--- config.mk ---
export PLATFORM = sky130hd
export DESIGN_NAME = ffha_ctrl
export DESIGN_NICKNAME = d
export VERILOG_FILES = /design/src/rtl/ffha_pkg.sv /design/src/rtl/ffha_ctrl.sv
export SDC_FILE = /design/constraint.sdc
export NUM_CORES = 1
export LEC_CHECK = 0
export BUFFER_PORTS_ARGS = -buffer_cell sky130_fd_sc_hd__buf_2
export CAP_MARGIN = 20
export CORE_MARGIN = 3
export CORE_UTILIZATION = 42
export CTS_CLUSTER_SIZE = 12
export DETAILED_ROUTE_END_ITERATION = 10
export GPL_ROUTABILITY_DRIVEN = 0
export GPL_TIMING_DRIVEN = 0
export PLACE_DENSITY = 0.65
export SLEW_MARGIN = 25
export SYNTH_ARGS = -nofsm -noshare
export SYNTH_HDL_FRONTEND = slang
export SYNTH_SLANG_ARGS = --single-unit
--- constraint.sdc ---
create_clock -name clock -period 1.2 [get_ports clock]
set_input_delay 0.24 -clock clock [delete_from_list [all_inputs] [get_ports clock]]
set_output_delay 0.24 -clock clock [all_outputs]
set_load 0.1 [all_outputs]
--- src/rtl/ffha_pkg.sv ---
// Package for the first-fit heap allocator: item types and command/status structs.
// No dependencies; used by every module in rtl/.
`default_nettype none
package ffha_pkg;

   typedef struct packed {
      logic        action;
      logic [7:0]  request_bytes;
      logic        pointer_present;
      logic [11:0] block_offset;
   } req_type;

   typedef struct packed {
      logic        granted;
      logic [11:0] payload_offset;
      logic [12:0] remaining_bytes;
   } rsp_type;

   localparam logic ACT_ALLOC = 1'b0;
   localparam logic ACT_FREE  = 1'b1;

   // Datapath operations issued by the controller.
   localparam logic [3:0] OP_NONE      = 4'd0;
   localparam logic [3:0] OP_LOAD      = 4'd1;
   localparam logic [3:0] OP_RD_CURR   = 4'd2;
   localparam logic [3:0] OP_STEP      = 4'd3;
   localparam logic [3:0] OP_A_UNLINK  = 4'd4;
   localparam logic [3:0] OP_A_SPLIT   = 4'd5;
   localparam logic [3:0] OP_A_DONE    = 4'd6;
   localparam logic [3:0] OP_F_CHECK   = 4'd7;
   localparam logic [3:0] OP_F_LINK    = 4'd8;
   localparam logic [3:0] OP_F_RDNEXT  = 4'd9;
   localparam logic [3:0] OP_F_MERGE   = 4'd10;
   localparam logic [3:0] OP_REJECT    = 4'd11;
   localparam logic [3:0] OP_F_DONE    = 4'd12;

   typedef struct packed {
      logic [3:0] op;
   } cmd_type;

   typedef struct packed {
      logic is_free;
      logic early_reject;   // alloc: zero/too big; free: bad pointer
      logic walk_done;      // walk loop ends this cycle
      logic alloc_fail;     // alloc: no fitting block at end of walk
      logic free_bad;       // free: block not allocated
   } sts_type;

endpackage
`default_nettype wire

--- src/rtl/ffha_ctrl.sv ---
// Controller state machine of the allocator: sequences walks, splits and merges.
// Depends on ffha_pkg; commands ffha_datapath.
`default_nettype none
module ffha_ctrl
   import ffha_pkg::*;
(
   input  wire logic    clock,
   input  wire logic    reset,
   input  wire logic    start,
   input  wire sts_type sts,
   output cmd_type      cmd,
   output logic         busy,
   output logic         done
);

   localparam logic [3:0] S_IDLE = 4'd0, S_AWALK = 4'd1, S_AUNL = 4'd2, S_ASPL = 4'd3,
      S_ADONE = 4'd4, S_FCHK = 4'd5, S_FWAIT = 4'd6, S_FWALK = 4'd7, S_FLINK = 4'd8,
      S_FRDN = 4'd9, S_FMRG = 4'd10, S_FDONE = 4'd11, S_REJ = 4'd12, S_OUT = 4'd13;

   logic [3:0] state_ff, state_in;

   // Next state and command.
   always_comb begin
      state_in = state_ff;
      cmd.op = OP_NONE;
      unique case (state_ff)
         S_IDLE: if (start) begin
            if (sts.early_reject) begin cmd.op = OP_REJECT; state_in = S_OUT; end
            else begin
               cmd.op = OP_LOAD;
               state_in = sts.is_free ? S_FCHK : S_AWALK;
            end
         end
         S_AWALK: begin
            if (sts.walk_done) state_in = sts.alloc_fail ? S_REJ : S_AUNL;
            else cmd.op = OP_STEP;
         end
         S_AUNL: begin cmd.op = OP_A_UNLINK; state_in = S_ASPL; end
         S_ASPL: begin cmd.op = OP_A_SPLIT; state_in = S_ADONE; end
         S_ADONE: begin cmd.op = OP_A_DONE; state_in = S_OUT; end
         S_FCHK: begin
            if (sts.free_bad) state_in = S_REJ;
            else begin cmd.op = OP_F_CHECK; state_in = S_FWAIT; end
         end
         S_FWAIT: begin cmd.op = OP_RD_CURR; state_in = S_FWALK; end
         S_FWALK: begin
            if (sts.walk_done) state_in = S_FLINK;
            else cmd.op = OP_STEP;
         end
         S_FLINK: begin cmd.op = OP_F_LINK; state_in = S_FRDN; end
         S_FRDN: begin cmd.op = OP_F_RDNEXT; state_in = S_FMRG; end
         S_FMRG: begin cmd.op = OP_F_MERGE; state_in = S_FDONE; end
         S_FDONE: begin cmd.op = OP_F_DONE; state_in = S_OUT; end
         S_REJ: begin cmd.op = OP_REJECT; state_in = S_OUT; end
         S_OUT: state_in = S_IDLE;
         default: state_in = S_IDLE;
      endcase
   end

   always_ff @(posedge clock) begin
      if (reset) state_ff <= S_IDLE;
      else state_ff <= state_in;
   end

   assign busy = state_ff != S_IDLE;
   assign done = state_ff == S_OUT;

   // A result strobe follows a finishing state, or the idle state for an early reject.
   assert property (@(posedge clock) disable iff (reset)
      done |-> $past(state_ff) == S_ADONE || $past(state_ff) == S_FDONE ||
               $past(state_ff) == S_REJ || $past(state_ff) == S_IDLE)
      else $error("result without finishing step");
   // Start while idle always leaves idle.
   assert property (@(posedge clock) disable iff (reset) start && !busy |=> busy)
      else $error("start ignored");
   // The strobe lasts one cycle.
   assert property (@(posedge clock) disable iff (reset) done |=> !done)
      else $error("result strobe stretched");

endmodule
`default_nettype wire

# [After elaboration in Yosys (flattened, before gate mapping)]
# Index checks and enable logic that the tools add are counted.
[totals] out_inout_bits=6 word_cells=35 latch_bits=0 rom_bits=0 memories=0 input_bits=8 ramBits=0 register_bits=4
[op_classes] shift=0 n_mux=13 mul=0 bitwise_logic=0 n_div=0 n_lt_le_gt_ge=0 add_sub_neg=0 eq_ne=16 n_reduce_logical=5
[op_table] operator="4-bit case mux with 12 select lines" n=1
[op_table] operator="4-bit case mux with 11 select lines" n=1
[op_table] operator="4-bit 2-to-1 mux" n=8
[op_table] operator="4-bit equality test (second input constant)" n=6
[op_table] operator="4-bit by 3-bit equality test with 1-bit output (second input constant)" n=4
[op_table] operator="4-bit by 2-bit equality test with 1-bit output (second input constant)" n=2
[op_table] operator="3-bit 2-to-1 mux" n=2
[op_table] operator="2-bit inequality test (second input constant)" n=3
[op_table] operator="4-bit by 1-bit equality test with 1-bit output (second input constant)" n=1
[op_table] operator="4-bit logical NOT" n=1
[op_table] operator="4-bit nonzero test" n=1
[op_table] operator="3-bit AND reduction" n=1
[op_table] operator="3-bit OR reduction" n=1
[op_table] operator="2-bit 2-to-1 mux" n=1
[op_table] operator="2-bit OR reduction" n=1

# [Depth between registers and ports, before layout]
[depth] ltp_word=4 depth_mapped=6 ltp_nobuf=4

# [Worst setup path before layout]
# No wires, ideal clock.
[synth_path] kind="register -> output" startpoint="reg state_ff[0]" endpoint="out cmd[2] (netlist name)" path_buffers=2 stages_incl_launch_ff=5 t_arrival_ns=3.038 required_time_ns=0.960 path_slack_ns=-2.078 path_cell_list="dfxtp_1 -> buf_6 -> buf_4 -> and2_1 -> o32ai_1"
[synth_rtl] element="start: declaration" line_no="ffha_ctrl.sv:20" source="logic [3:0] state_ff, state_in;"
[synth_rtl] element="start signal: assignment" line_no="ffha_ctrl.sv:62" source="else state_ff <= state_in;"
[synth_rtl] element="end: declaration" line_no="ffha_ctrl.sv:11" source="output cmd_type cmd,"

==> reports/summary.txt <==
Status: complete, but fails checks
Failing checks: negative setup slack
CTS tree: done
Row count: 12
Placed Cells: 102
Initial antenna violation count: 0
Max-Cap Viols: 0
Worst Setup Path Type: flip-flop to primary output
Gr usage total: 20.3%
Worst r2r src: state_ff[1]$_SDFFE_PP0P_
Layout Nets: 116
Mapped Cells: 75
Final setup fails: 10
Total number of H-tree levels: 1
Synth-to-Final Area Change: 80.0%
Total gr overflow: 0
Main synth FF type: dfxtp_1
Rel. slew slack: 82.6%
Biggest regs: state_ff (4)
Initial Util: 47.9%
DRC Markers: 0
Dpl ws: -0.450 ns
Slowest CP cell: dfxtp_4
Global-route wire length before repair: 2.83 mm
Worst Hold Launch: reset
Layout cells sized above 1: 62.3%
CP startpoint: state_ff[2]$_SDFFE_PP0P_
Clk Latency, worst-skew pair: 0.23 ns
Delay-heaviest family, CP: buffers and inverters
Period utilisation layout: 144%
CP required: 0.96 ns
Top-area cell type share of the netlist area: 13.9%
Worst-path clk slew: 0.04 ns
Die ar.: 1850 sq um
Peak Freq: 0.578 GHz
DR iter-0 viols: 39
Critical Path AT: 1.49 ns
EDFF count, synth: 0
Endpoints failing hold: 0
Flop-to-flop setup slack: -0.41 ns
Critical path launch point type: flip-flop
Finished Layout Cells: 120
Post-synthesis sequential area ratio: 13.9%
Largest net degree at the start of global routing: 11
Crit. End Element: primary output
Fraction of registers with async set/reset: 0%
ANT cells: 0
Avg Cell Area, Syn: 7.67 sq um
Top routing layer used: met4
Hold-fix buffers, CTS: 0
Critical path buffer and inverter count: 2
DR vias: 784
Top-Level Pins: 14
Setup_tns: -3.57 ns
# port buffers: 13
Min Tclk post-route: 1.73 ns
RSZ-0062 raised after global routing: yes
M1 wire length: 870 um
Synth unique cells: 39
Synth Cell Area: 576 sq um
Met3 WL: 224 um
Crit path cell chain: buf_6, nor2_4, a32oi_1, o211ai_1, buf_6
Ranking of synthesized cells by area: dfxtp_1 (14%), buf_6 (5.9%), nand2_1 (4.6%), nand2b_1 (4.3%), o21ai_0 (4.3%)
Crit-path most repeated cell: buf_6
Clock tree buffer depth: 2
Cts bufs inserted: 3
Worst hold path class: input pin to flip-flop
Syn Nets: 83
Tightest Pin Transition: 0.263 ns
Final worst-path setup slack: -0.530 ns
Max FFs per register: 4
Top cells by count, synth: nand2_1 (7), nor2_1 (6), o21ai_0 (5)
Final ANT Viol Nets: 0
Worst clock skew: 0.00353 ns
Core box area: 1200 sq um
Vias in the first global route: 651
Crit Path Max Fanout: 10
Clock sinks: 4
Yosys top cell by area: dfxtp_1
Die height: 43.0 um
Synth Register Bits: 4
Vias/cell: 6.53
Most common cell in the netlist: nand2_1
DRT Wirelength: 2.32 mm
Layout Utilization: 86.3%
Top reg by flops: state_ff
Drt first pass iters: 4
Routed wire per std cell: 19.3 um
Slew Viols, Final: 0
WL met2: 1.13 mm
Post-DP HPWL: 1.09 mm
Die width: 43.0 um
Critical Path Max Stage Delay: 0.35 ns
Synth warnings: 0
Clock Tree Root: clkbuf_4
-- path summary, 6_finish.rpt --
kind | endpoint | cells after the start
worst max-delay path | cmd[0] | 5
worst min-delay path | state_ff[1]$_SDFFE_PP0P_ | 2
worst max register to register | state_ff[1]$_SDFFE_PP0P_ | 7
worst min register to register | state_ff[3]$_SDFFE_PP0P_ | 3
-- logic make-up after synthesis --
kind of cell	after synthesis	synth area share (%)
xor+xnor	1	2.83
compound gates	26	31.3
mux	3	5.43
simple gates	31	34.1
buf+inv	10	12.4
flops	4	13.9
-- cells in the final DEF (no fill, tap or decap), types with 3 or more instances in the layout --
| cell | instances |
|---|---|
| nand2_1 | 4 |
| o21ai_2 | 3 |
| buf_6 | 8 |
| buf_2 | 8 |
| o21ai_0 | 3 |
| buf_4 | 11 |
| clkbuf_4 | 3 |
| nor2_1 | 5 |
| buf_12 | 5 |
-- metal layers --
layer / track usage, % / up-vias
met1: 25.3 / 366
li1: - / 340
met5: 0 / -
met2: 33.2 / 60
met4: 7.83 / 0
met3: 4.66 / 18
-- timing repair --
item                                    4_1_cts  5_1_grt
pin swaps                                    12        7
buffers inserted                              7        7
endpoints found under the setup margin        9       10
resized for setup                            30       20
gates cloned                                  1        1
-- layout make-up --
class,instances,area (sq um)
fill,62,165
clock buffer,3,22.5
buffer,7,86.3
inverter,2,10.0
timing repair buffer,29,287
multi-input combinational,61,523
tap,14,17.5
sequential,4,90.1
-- through the flow --
stage | hold slack [ns] | cell area (sq um)
after floorplan | 0.309 | 628
after global placement | 0.454 | 711
after CTS | 0.205 | 901
final | 0.215 | 1040
after detailed placement | 0.453 | 711
after global routing | 0.205 | 1040
-- worst register-to-register path: cells and delay by family, from the launching register on --
kind	cells	cell delay, ns
and+or+nand+nor	2	0.52
buffers and inverters	3	0.38
DFF	1	0.30
AOI/OAI and AO/OA	2	0.29
Power is not shown: default switching activity piles up to over one toggle a cycle in this logic, so the estimate is an artifact.
